<file path="src/assert_macros.svh">
// Assertion macros shared by the job queue RTL.
// No dependencies; included by files that carry concurrent checks.
`ifndef ASSERT_MACROS_SVH
`define ASSERT_MACROS_SVH
`ifndef ASSERT_OFF
// ante holds in a cycle -> cons holds in the same cycle
`define CJQ_ASSERT_IMP(lbl, clk, rstn, ante, cons, msg) \
	lbl: assert property (@(posedge clk) disable iff (!rstn) (ante) |-> (cons)) else $error(msg);
// ante holds in a cycle -> cons holds in the next cycle
`define CJQ_ASSERT_NXT(lbl, clk, rstn, ante, cons, msg) \
	lbl: assert property (@(posedge clk) disable iff (!rstn) (ante) |=> (cons)) else $error(msg);
`else
`define CJQ_ASSERT_IMP(lbl, clk, rstn, ante, cons, msg)
`define CJQ_ASSERT_NXT(lbl, clk, rstn, ante, cons, msg)
`endif
`endif

</file>
<file path="src/cjq_pkg.sv">
// Package for the circular job queue: payload types, codes and defaults.
// No dependencies; used by the top level.
`default_nettype none

package cjq_pkg;

	localparam int DEPTH_DEF  = 16;
	localparam int TAG_W      = 64;
	localparam int PAGES_W    = 10;
	localparam int ENTRY_W    = TAG_W + PAGES_W;
	localparam int PADDR_W    = 3;
	localparam int PDATA_W    = 32;

	localparam logic [PAGES_W-1:0] MAX_PAGES_RESET = 10'd50;

	// request kinds
	localparam logic [1:0] KIND_ENQ    = 2'd0;
	localparam logic [1:0] KIND_DEQ    = 2'd1;
	localparam logic [1:0] KIND_CANCEL = 2'd2;
	localparam logic [1:0] KIND_CLEAR  = 2'd3;

	// result status codes
	localparam logic [2:0] ST_OK       = 3'd0;
	localparam logic [2:0] ST_PAGES    = 3'd1;
	localparam logic [2:0] ST_FULL     = 3'd2;
	localparam logic [2:0] ST_EMPTY    = 3'd3;
	localparam logic [2:0] ST_NOTFOUND = 3'd4;

	// register index of max_pages (word address paddr[2])
	localparam logic REG_MAX_PAGES = 1'b0;

	typedef struct packed {
		logic [1:0]         kind;
		logic [TAG_W-1:0]   name_tag;
		logic [PAGES_W-1:0] page_count;
	} req_t;

	typedef struct packed {
		logic [2:0]         status;
		logic [TAG_W-1:0]   out_tag;
		logic [PAGES_W-1:0] out_pages;
		logic [3:0]         occupancy;
	} rsp_t;

endpackage

`default_nettype wire

</file>
<file path="src/cjq_ram.sv">
// Generic simple dual-port RAM: one write port, one read port, registered read.
// No dependencies; holds the job store of the queue.
`default_nettype none

module cjq_ram #(
	parameter int WIDTH = 8,
	parameter int DEPTH = 16
) (
	input  wire logic                     clk,
	input  wire logic                     we,
	input  wire logic [$clog2(DEPTH)-1:0] waddr,
	input  wire logic [WIDTH-1:0]         wdata,
	input  wire logic                     re,
	input  wire logic [$clog2(DEPTH)-1:0] raddr,
	output logic      [WIDTH-1:0]         rdata
);

	logic [WIDTH-1:0] mem_q [DEPTH];

	always_ff @(posedge clk) begin
		if (we) begin
			mem_q[waddr] <= wdata;
		end
		if (re) begin
			rdata <= mem_q[raddr];
		end
	end

endmodule

`default_nettype wire

</file>
<file path="src/circular_job_queue_with_cancel.sv">
// Ring-buffer job queue with cancel by tag; top level.
// Depends on cjq_pkg, cjq_ram and assert_macros.svh.
//
// Holds up to DEPTH-1 jobs (64-bit tag, 10-bit page count) in one RAM that is
// read one slot per cycle. Enqueue, clear, a rejected enqueue and a request on
// an empty queue load their result as they are taken; a dequeue reads the head
// slot and loads it into the result in state S_DEQ. A cancel reads the slots
// from the head until the tag matches, then moves every later job up one slot,
// one slot per cycle. The job store has a single read port. A new request is
// taken once the block is idle and its result register is empty or being taken
// in the same cycle.
`default_nettype none

module circular_job_queue_with_cancel #(
	parameter int DEPTH = cjq_pkg::DEPTH_DEF
) (
	input  wire logic                         clk,
	input  wire logic                         arst_n,
	// request channel
	input  wire logic                         req_valid,
	output logic                              req_stall,
	input  wire cjq_pkg::req_t                req_data,
	// result channel
	output logic                              rsp_valid,
	input  wire logic                         rsp_stall,
	output cjq_pkg::rsp_t                     rsp_data,
	// configuration port
	input  wire logic                         psel,
	input  wire logic                         penable,
	input  wire logic                         pwrite,
	input  wire logic [cjq_pkg::PADDR_W-1:0]  paddr,
	input  wire logic [cjq_pkg::PDATA_W-1:0]  pwdata,
	output logic      [cjq_pkg::PDATA_W-1:0]  prdata,
	output logic                              pready
);

	localparam int IW = $clog2(DEPTH);
	localparam logic [IW-1:0] LAST = IW'(DEPTH - 1);

	localparam logic [1:0] S_IDLE  = 2'd0;
	localparam logic [1:0] S_DEQ   = 2'd1;
	localparam logic [1:0] S_SRCH  = 2'd2;
	localparam logic [1:0] S_SHIFT = 2'd3;

	function automatic logic [IW-1:0] ring_next(input logic [IW-1:0] i);
		return (i == LAST) ? '0 : i + 1'b1;
	endfunction

	function automatic logic [IW-1:0] ring_prev(input logic [IW-1:0] i);
		return (i == '0) ? LAST : i - 1'b1;
	endfunction

	function automatic logic [IW-1:0] ring_count(input logic [IW-1:0] h,
		input logic [IW-1:0] t);
		logic [IW:0] wrap;
		wrap = {1'b0, t} + (IW+1)'(DEPTH) - {1'b0, h};
		return (t >= h) ? (t - h) : wrap[IW-1:0];
	endfunction

	logic [1:0]                    state_q, state_d;
	logic [IW-1:0]                 head_q, head_d;
	logic [IW-1:0]                 tail_q, tail_d;
	logic [IW-1:0]                 idx_q, idx_d;
	logic [cjq_pkg::TAG_W-1:0]     key_q, key_d;
	logic [cjq_pkg::PAGES_W-1:0]   max_pages_q;
	logic                          rsp_valid_q;
	cjq_pkg::rsp_t                 rsp_q;

	logic                          accept;
	logic                          load;
	logic [2:0]                    st;
	logic [cjq_pkg::TAG_W-1:0]     otag;
	logic [cjq_pkg::PAGES_W-1:0]   opages;
	logic [IW-1:0]                 nx;
	logic [IW-1:0]                 nx2;

	logic                          ram_we;
	logic [IW-1:0]                 ram_waddr;
	logic [cjq_pkg::ENTRY_W-1:0]   ram_wdata;
	logic                          ram_re;
	logic [IW-1:0]                 ram_raddr;
	logic [cjq_pkg::ENTRY_W-1:0]   ram_rdata;
	logic [cjq_pkg::TAG_W-1:0]     rd_tag;
	logic [cjq_pkg::PAGES_W-1:0]   rd_pages;

	assign rd_tag   = ram_rdata[cjq_pkg::ENTRY_W-1:cjq_pkg::PAGES_W];
	assign rd_pages = ram_rdata[cjq_pkg::PAGES_W-1:0];

	// job store
	cjq_ram #(
		.WIDTH(cjq_pkg::ENTRY_W),
		.DEPTH(DEPTH)
	) u_store (
		.clk  (clk),
		.we   (ram_we),
		.waddr(ram_waddr),
		.wdata(ram_wdata),
		.re   (ram_re),
		.raddr(ram_raddr),
		.rdata(ram_rdata)
	);

	// handshake
	assign req_stall = !((state_q == S_IDLE) && (!rsp_valid_q || !rsp_stall));
	assign accept    = req_valid && !req_stall;
	assign rsp_valid = rsp_valid_q;
	assign rsp_data  = rsp_q;

	// configuration port
	assign pready = 1'b1;
	assign prdata = (paddr[2] == cjq_pkg::REG_MAX_PAGES) ?
		cjq_pkg::PDATA_W'(max_pages_q) : '0;

	always_ff @(posedge clk or negedge arst_n) begin
		if (!arst_n) begin
			max_pages_q <= cjq_pkg::MAX_PAGES_RESET;
		end else if (psel && penable && pwrite && pready
			&& (paddr[2] == cjq_pkg::REG_MAX_PAGES)) begin
			max_pages_q <= pwdata[cjq_pkg::PAGES_W-1:0];
		end
	end

	// sequencer: read, compare, shift and write back through the store
	always_comb begin
		state_d   = state_q;
		head_d    = head_q;
		tail_d    = tail_q;
		idx_d     = idx_q;
		key_d     = key_q;
		load      = 1'b0;
		st        = cjq_pkg::ST_OK;
		otag      = '0;
		opages    = '0;
		ram_we    = 1'b0;
		ram_waddr = tail_q;
		ram_wdata = {req_data.name_tag, req_data.page_count};
		ram_re    = 1'b0;
		ram_raddr = head_q;
		nx        = ring_next(idx_q);
		nx2       = ring_next(nx);

		unique case (state_q)
			S_IDLE: begin
				if (accept) begin
					unique case (req_data.kind)
						cjq_pkg::KIND_ENQ: begin
							load = 1'b1;
							if (req_data.page_count > max_pages_q) begin
								st = cjq_pkg::ST_PAGES;
							end else if (ring_next(tail_q) == head_q) begin
								st = cjq_pkg::ST_FULL;
							end else begin
								ram_we = 1'b1;
								tail_d = ring_next(tail_q);
							end
						end
						cjq_pkg::KIND_DEQ: begin
							if (head_q == tail_q) begin
								load = 1'b1;
								st   = cjq_pkg::ST_EMPTY;
							end else begin
								ram_re  = 1'b1;
								state_d = S_DEQ;
							end
						end
						cjq_pkg::KIND_CANCEL: begin
							if (head_q == tail_q) begin
								load = 1'b1;
								st   = cjq_pkg::ST_EMPTY;
							end else begin
								ram_re  = 1'b1;
								idx_d   = head_q;
								key_d   = req_data.name_tag;
								state_d = S_SRCH;
							end
						end
						cjq_pkg::KIND_CLEAR: begin
							load   = 1'b1;
							head_d = '0;
							tail_d = '0;
						end
						default: begin
							load = 1'b1;
						end
					endcase
				end
			end
			S_DEQ: begin
				load    = 1'b1;
				otag    = rd_tag;
				opages  = rd_pages;
				head_d  = ring_next(head_q);
				state_d = S_IDLE;
			end
			S_SRCH: begin
				// rdata holds slot idx_q
				if (rd_tag == key_q) begin
					if (nx == tail_q) begin
						load    = 1'b1;
						tail_d  = ring_prev(tail_q);
						state_d = S_IDLE;
					end else begin
						ram_re    = 1'b1;
						ram_raddr = nx;
						state_d   = S_SHIFT;
					end
				end else if (nx == tail_q) begin
					load    = 1'b1;
					st      = cjq_pkg::ST_NOTFOUND;
					state_d = S_IDLE;
				end else begin
					ram_re    = 1'b1;
					ram_raddr = nx;
					idx_d     = nx;
				end
			end
			S_SHIFT: begin
				// rdata holds slot after idx_q; move it up into idx_q
				ram_we    = 1'b1;
				ram_waddr = idx_q;
				ram_wdata = ram_rdata;
				idx_d     = nx;
				if (nx2 == tail_q) begin
					load    = 1'b1;
					tail_d  = ring_prev(tail_q);
					state_d = S_IDLE;
				end else begin
					ram_re    = 1'b1;
					ram_raddr = nx2;
				end
			end
			default: begin
				state_d = S_IDLE;
			end
		endcase
	end

	// control registers
	always_ff @(posedge clk or negedge arst_n) begin
		if (!arst_n) begin
			state_q <= S_IDLE;
			head_q  <= '0;
			tail_q  <= '0;
		end else begin
			state_q <= state_d;
			head_q  <= head_d;
			tail_q  <= tail_d;
		end
	end

	// search position and key
	always_ff @(posedge clk) begin
		idx_q <= idx_d;
		key_q <= key_d;
	end

	// result register
	always_ff @(posedge clk or negedge arst_n) begin
		if (!arst_n) begin
			rsp_valid_q <= 1'b0;
		end else if (load) begin
			rsp_valid_q <= 1'b1;
		end else if (rsp_valid_q && !rsp_stall) begin
			rsp_valid_q <= 1'b0;
		end
	end

	always_ff @(posedge clk) begin
		if (load) begin
			rsp_q.status    <= st;
			rsp_q.out_tag   <= otag;
			rsp_q.out_pages <= opages;
			rsp_q.occupancy <= 4'(ring_count(head_d, tail_d));
		end
	end

	`include "assert_macros.svh"

	`CJQ_ASSERT_IMP(a_accept_idle, clk, arst_n, accept, state_q == S_IDLE, "request taken while busy")
	`CJQ_ASSERT_IMP(a_busy_no_rsp, clk, arst_n, state_q != S_IDLE, !rsp_valid_q, "result pending during multi-cycle work")
	`CJQ_ASSERT_IMP(a_cancel_nonempty, clk, arst_n, state_q == S_SRCH || state_q == S_SHIFT, head_q != tail_q, "cancel running on empty queue")
	`CJQ_ASSERT_IMP(a_ram_no_collide, clk, arst_n, ram_we && ram_re, ram_waddr != ram_raddr, "store read and write hit same slot")
	`CJQ_ASSERT_NXT(a_work_ends, clk, arst_n, state_q == S_DEQ, state_q == S_IDLE && rsp_valid_q, "dequeue did not finish")

endmodule

`default_nettype wire
</file>
<file path="config.mk">
export PLATFORM = sky130hd
export DESIGN_NAME = circular_job_queue_with_cancel
export DESIGN_NICKNAME = d
export VERILOG_FILES = /design/src/cjq_pkg.sv /design/src/cjq_ram.sv /design/src/circular_job_queue_with_cancel.sv
export VERILOG_INCLUDE_DIRS = /design/src /design/src/src
export SDC_FILE = /design/constraint.sdc
export NUM_CORES = 2
export LEC_CHECK = 0
export BUFFER_PORTS_ARGS = -buffer_cell sky130_fd_sc_hd__buf_2
export CAP_MARGIN = 10
export CORE_ASPECT_RATIO = 0.5
export CORE_MARGIN = 1.5
export CORE_UTILIZATION = 50
export CTS_CLUSTER_SIZE = 40
export DETAILED_ROUTE_END_ITERATION = 16
export GPL_ROUTABILITY_DRIVEN = 0
export GPL_TIMING_DRIVEN = 0
export PLACE_DENSITY = 0.67
export SYNTH_ARGS = -nofsm -noshare
export SYNTH_HDL_FRONTEND = slang
export SYNTH_SLANG_ARGS = --single-unit
</file>
<file path="constraint.sdc">
create_clock -name clk -period 9.8 [get_ports clk]
set_input_delay 1.96 -clock clk [delete_from_list [all_inputs] [get_ports clk]]
set_output_delay 1.96 -clock clk [all_outputs]
set_load 0.005 [all_outputs]
</file>
* Word-level counts from Yosys, hierarchy flattened
Memory sizes are Yosys's and may differ from the RTL's. A register that Yosys moved wholly into a read port is not among the register bits. Cells that the tools add are included. Widths: inputs -> output; s select.
Operators by class: reductions and logical operators 20, bitwise logic cells 2, add/sub/neg operators 8, muxes and demuxes 67, eq/ne operators 25, $lt $le $gt $ge 2
Operators by type and width (count):
- $mux 4 | 22
- $mux 74 | 1
- $eq 64x64->1 | 1
- $pmux 4 s2 | 3
- $pmux 4 s3 | 2
- $mux 2 | 11
- $add 4x1->4 const B | 5
- $mux 1 | 17
- $eq 4x4->1 | 4
- $eq 4x4->1 const B | 4
- $reduce_and 6->1 | 2
- $gt 10x10->1 | 1
- $mux 10 | 1
- $ne 2x2->1 const B | 5
- $ne 3x3->1 const B | 3
- $eq 2x2->1 const B | 4
- $pmux 2 s2 | 2
- $pmux 2 s4 | 1
- $sub 4x4->4 | 2
- $logic_and 1x1->1 | 6
- $mux 3 | 2
- $pmux 3 s2 | 1
- $eq 2x1->1 const B | 2
- $ge 4x4->1 | 1
- other kinds (15) | 21
Storage, ports and cells: memories 1, register bits after elaboration 170, input bits 118, logic and storage cells 136, RAM bits 1184
Memory list:
- u_store.mem_q | words 16, bits a word 74, rd ports 1, clocked after memory_dff 1, write ports 1, RTL line cjq_ram.sv:18 | logic [WIDTH-1:0] mem_q [DEPTH];

* Depth between registers and ports, before layout
depth after elaboration 11, gate-level depth with buffers 19, depth with buffers taken out 18

* Cells and area by module
From an unflattened synthesis, not the netlist that was laid out.
Unflattened totals: cells, all modules 2636, area total of the unflattened synthesis 55653.4 um^2
Modules (own cells, without submodules):
- cjq_ram | area each 46494.6 um^2, cells each 1901, times used 1
- circular_job_queue_with_cancel | area each 9158.8 um^2, cells each 735, times used 1

* Worst setup path after synthesis
No wires, ideal clock.
path kind input to register, from input req_data[1] (netlist name), to memory u_store.mem_q[0][0] (netlist name), enable pin, path buffers 0, library setup time 688 ps, path slack -1289 ps, arrival 10401 ps, stages on the path 8, cell sequence ha_1 nor2b_1 o21a_1 o21a_1 o211ai_1 a31o_2 a41oi_1 nor4_1
On the way: longest elaborated chain between the ends 7
RTL lines:
- start: declaration | RTL line circular_job_queue_with_cancel.sv:22 | input wire cjq_pkg::req_t req_data,
- $gt 10x10->1 | RTL line circular_job_queue_with_cancel.sv:148 | if (req_data.page_count > max_pages_q) begin
- $mux 1 | RTL line circular_job_queue_with_cancel.sv:148
- $mux 1 | RTL line circular_job_queue_with_cancel.sv:145 | unique case (req_data.kind)
- $mux 1 | RTL line circular_job_queue_with_cancel.sv:144 | if (accept) begin
- $pmux 1 s2 | RTL line circular_job_queue_with_cancel.sv:142 | unique case (state_q)
- $mux 1 | RTL line cjq_ram.sv:21 | if (we) begin
- $mux 1 (not written as such) | RTL line cjq_ram.sv:22 | mem_q[waddr] <= wdata;
- end: declaration | RTL line cjq_ram.sv:18
Every way passes these cells.

* Final worst setup path
from input req_data[9] (netlist name), to memory u_store.mem_q[2][43] (netlist name), enable pin
The elaborated chain is that of the path after synthesis.

==> flow_summary.json <==
{
  "grt_overflow": 0,
  "synth_async_sr_flop_share": 0.0147,
  "dp_cells": 4903,
  "clk_pin_slew_ns": 0.07,
  "io_buffers": 186,
  "cts_sinks": 1428,
  "fin_crit_ns": 5.44,
  "clock_tree.buffer_depth": 3,
  "yosys.area.top_type_share": 0.750,
  "pre_cts_ws_ns": 3.70,
  "path_cells": "buf_2 > ha_1 > a2111oi_0 > a31o_2 > a41oi_1 > nor4_2 > buf_4 > buf_4 > buf_4 > buf_4 > buf_4",
  "yosys_warnings": 0,
  "grt_pass1_vias": 29700,
  "viasPerCell": 6.09,
  "routed-wl-met3_um": 17100,
  "crit_fanout": 7,
  "maxSlewViolCount": 0,
  "grt_max_degree": 43,
  "grt_usage": 0.262,
  "r2r_slack_ns": 4.66,
  "synth_cell_types": 68,
  "first_iter_violations": 4154,
  "p_total_mw": 22.8,
  "p_leak_nw": 23.2,
  "top_layer_used": "met5",
  "syn_area_per_cell_um2": 18.0,
  "dieArea_um2": 115000,
  "nets": 3673,
  "fin_crit_sh": 0.556,
  "hold_viol": 0,
  "cap_viol_max_count": 0,
  "post_cts_buffers": 0,
  "worstHoldPathType": "register to register",
  "first_pass_iters": 7,
  "drc": 0,
  "antenna_found_initial": 5,
  "status": "finished clean",
  "synthCells": 3129,
  "routed-wl-met2_um": 67700,
  "worst_pin_slew_ns": 1.24,
  "area_delta_synth_final_pct": 14.0,
  "seq_area_frac_synth": 0.759,
  "cts-htree-levels": 3,
  "vias": 31200,
  "drive_above_1_share": 0.193,
  "ant_nets": 0,
  "wl_met1_um": 64300,
  "peakVddDrop_v": 0.000263,
  "cts_tree": "yes",
  "synth.area.top_cells": "edfxtp_1 (75%), mux2i_1 (11%), o22ai_1 (3.3%)",
  "ios": 234,
  "cp_common_cell": "buf_4",
  "setup-violations-final": 0,
  "synth-edff-count": 1407,
  "endpoint_kind": "register",
  "slew_headroom": 0.171,
  "crit_type": "input port to register",
  "ys_ff_latch": 1428,
  "dp_hpwl_um": 95300,
  "rsz0062_at_grt": "no",
  "row_count": 86,
  "hold_slack_ns": 0.509,
  "insertion_delay_ns": 0.75,
  "required_ns": 10.25,
  "power_per_cell_area_nw_per_um2": 355,
  "max_stage_delay_ns": 0.93,
  "cts-root-buf": "clkbuf_16",
  "ctsResizeCount": 0,
  "coreArea_um2": 111000,
  "start_util": 0.508,
  "synthTopCellsByCount": "edfxtp_1 (1,407), mux2i_1 (592), o22ai_1 (298), buf_2 (104), mux2_2 (83)",
  "fmax_mhz": 184,
  "fp.dieW_um": 478,
  "fin_ws_ns": 4.36,
  "syn_area_um2": 56300,
  "startpoint_type": "input port",
  "die_h_um": 240,
  "synth.most_common_cell": "edfxtp_1",
  "finClkSkew_ns": 0.0564,
  "cp.arrival_ns": 5.89,
  "critPathSlowestCell": "nor4_2",
  "grt_pass1_wl_um": 213000,
  "drt-total-wl_um": 152000,
  "post-route-util": 0.579,
  "synth_area_leader_cell": "edfxtp_1",
  "wl_per_cell_um": 29.8,
  "final_cells": 5121,
  "synth_flop_cell": "edfxtp_1",
  "cts_buffers": 119,
  "cts-hold-fix-buffers": 0
}
registers in the layout, summed over array words and instances, names as in the netlist:
signal	cells
max_pages_q	10
state_q	2
u_store.rdata	74
idx_q	4
key_q	64
u_store.mem_q	1184
head_q	4
tail_q	4
rsp_valid	1
rsp_data	81
per-stage QoR:
| step | setup TNS [ns] | instance area, um2 |
|---|---|---|
| 2_1_floorplan | -190.77 | 56400 |
| 3_3_place_gp | -2344.58 | 59200 |
| 3_5_place_dp | 0 | 60400 |
| 4_1_cts | 0 | 64200 |
| 5_1_grt | 0 | 64200 |
| 6_report | 0 | 64200 |
layout by cell type, fill, tap and decap left out, drive strengths merged, types with 26 or more instances in the layout:
cell    instances
nand2          30
mux2i         592
edfxtp       1407
or4            74
buf           415
ha             26
nor2           39
inv            35
mux2           83
clkinv         51
clkbuf        182
and2           82
o22ai         298
xor2           71
metal layers:
metal	GRT usage	vias to the layer above
li1	-	13300
met1	0.382	15900
met2	0.396	1735
met3	0.0676	223
met4	0.0601	4
met5	0	-
cell type report:
cell class / count / area [um2]
Tap cell: 1496 / 1870
Multi-Input combinational cell: 1501 / 12500
Antenna cell: 1 / 2.50
Clock inverter: 66 / 596
Buffer: 189 / 1100
Inverter: 32 / 120
Sequential cell: 1428 / 42800
Fill cell: 8178 / 46700
Timing Repair Buffer: 257 / 2060
Clock buffer: 151 / 3180
final timing paths:
| check | startpoint | end | cells after the start |
|---|---|---|---|
| setup / recovery | req_data[9] | u_store.mem_q[2][43] | 11 |
| hold / removal | max_pages_q[3] | max_pages_q[3] | 1 |
| setup reg to reg | idx_q[0] | u_store.rdata[60] | 15 |
| hold reg to reg | max_pages_q[3] | max_pages_q[3] | 1 |
| max in group asynchronous | arst_n | tail_q[1] | 1 |
| min in group asynchronous | arst_n | head_q[2] | 1 |
worst max-delay path, delay by kind of cell:
family,cells,cell delay (ns)
simple gates,1,0.93
fa+ha+maj,1,0.32
compound gates,3,1.36
buf+inv,6,1.30
power breakdown:
part	total (mW)	internal (mW)	switching, mW
registers	8.46	8.16	0.304
logic	9.63	3.39	6.24
clock network	4.69	2.51	2.18
total	22.8	14.1	8.72
cell families (layout without fill, tap and decap cells):
group | count (synthesis) | in the layout | synth area share
DFF | 1428 | 1428 | 0.759
muxes | 675 | 675 | 0.122
AOI/OAI and AO/OA | 388 | 388 | 0.0450
and+or+nand+nor | 307 | 307 | 0.0330
buffers and inverters | 221 | 695 | 0.0216
xor gates and xnor gates | 81 | 81 | 0.0129
adders and majority gates | 27 | 27 | 0.00613
other | 2 | 24 | 0.000133
(Power assumes the default switching activity.)
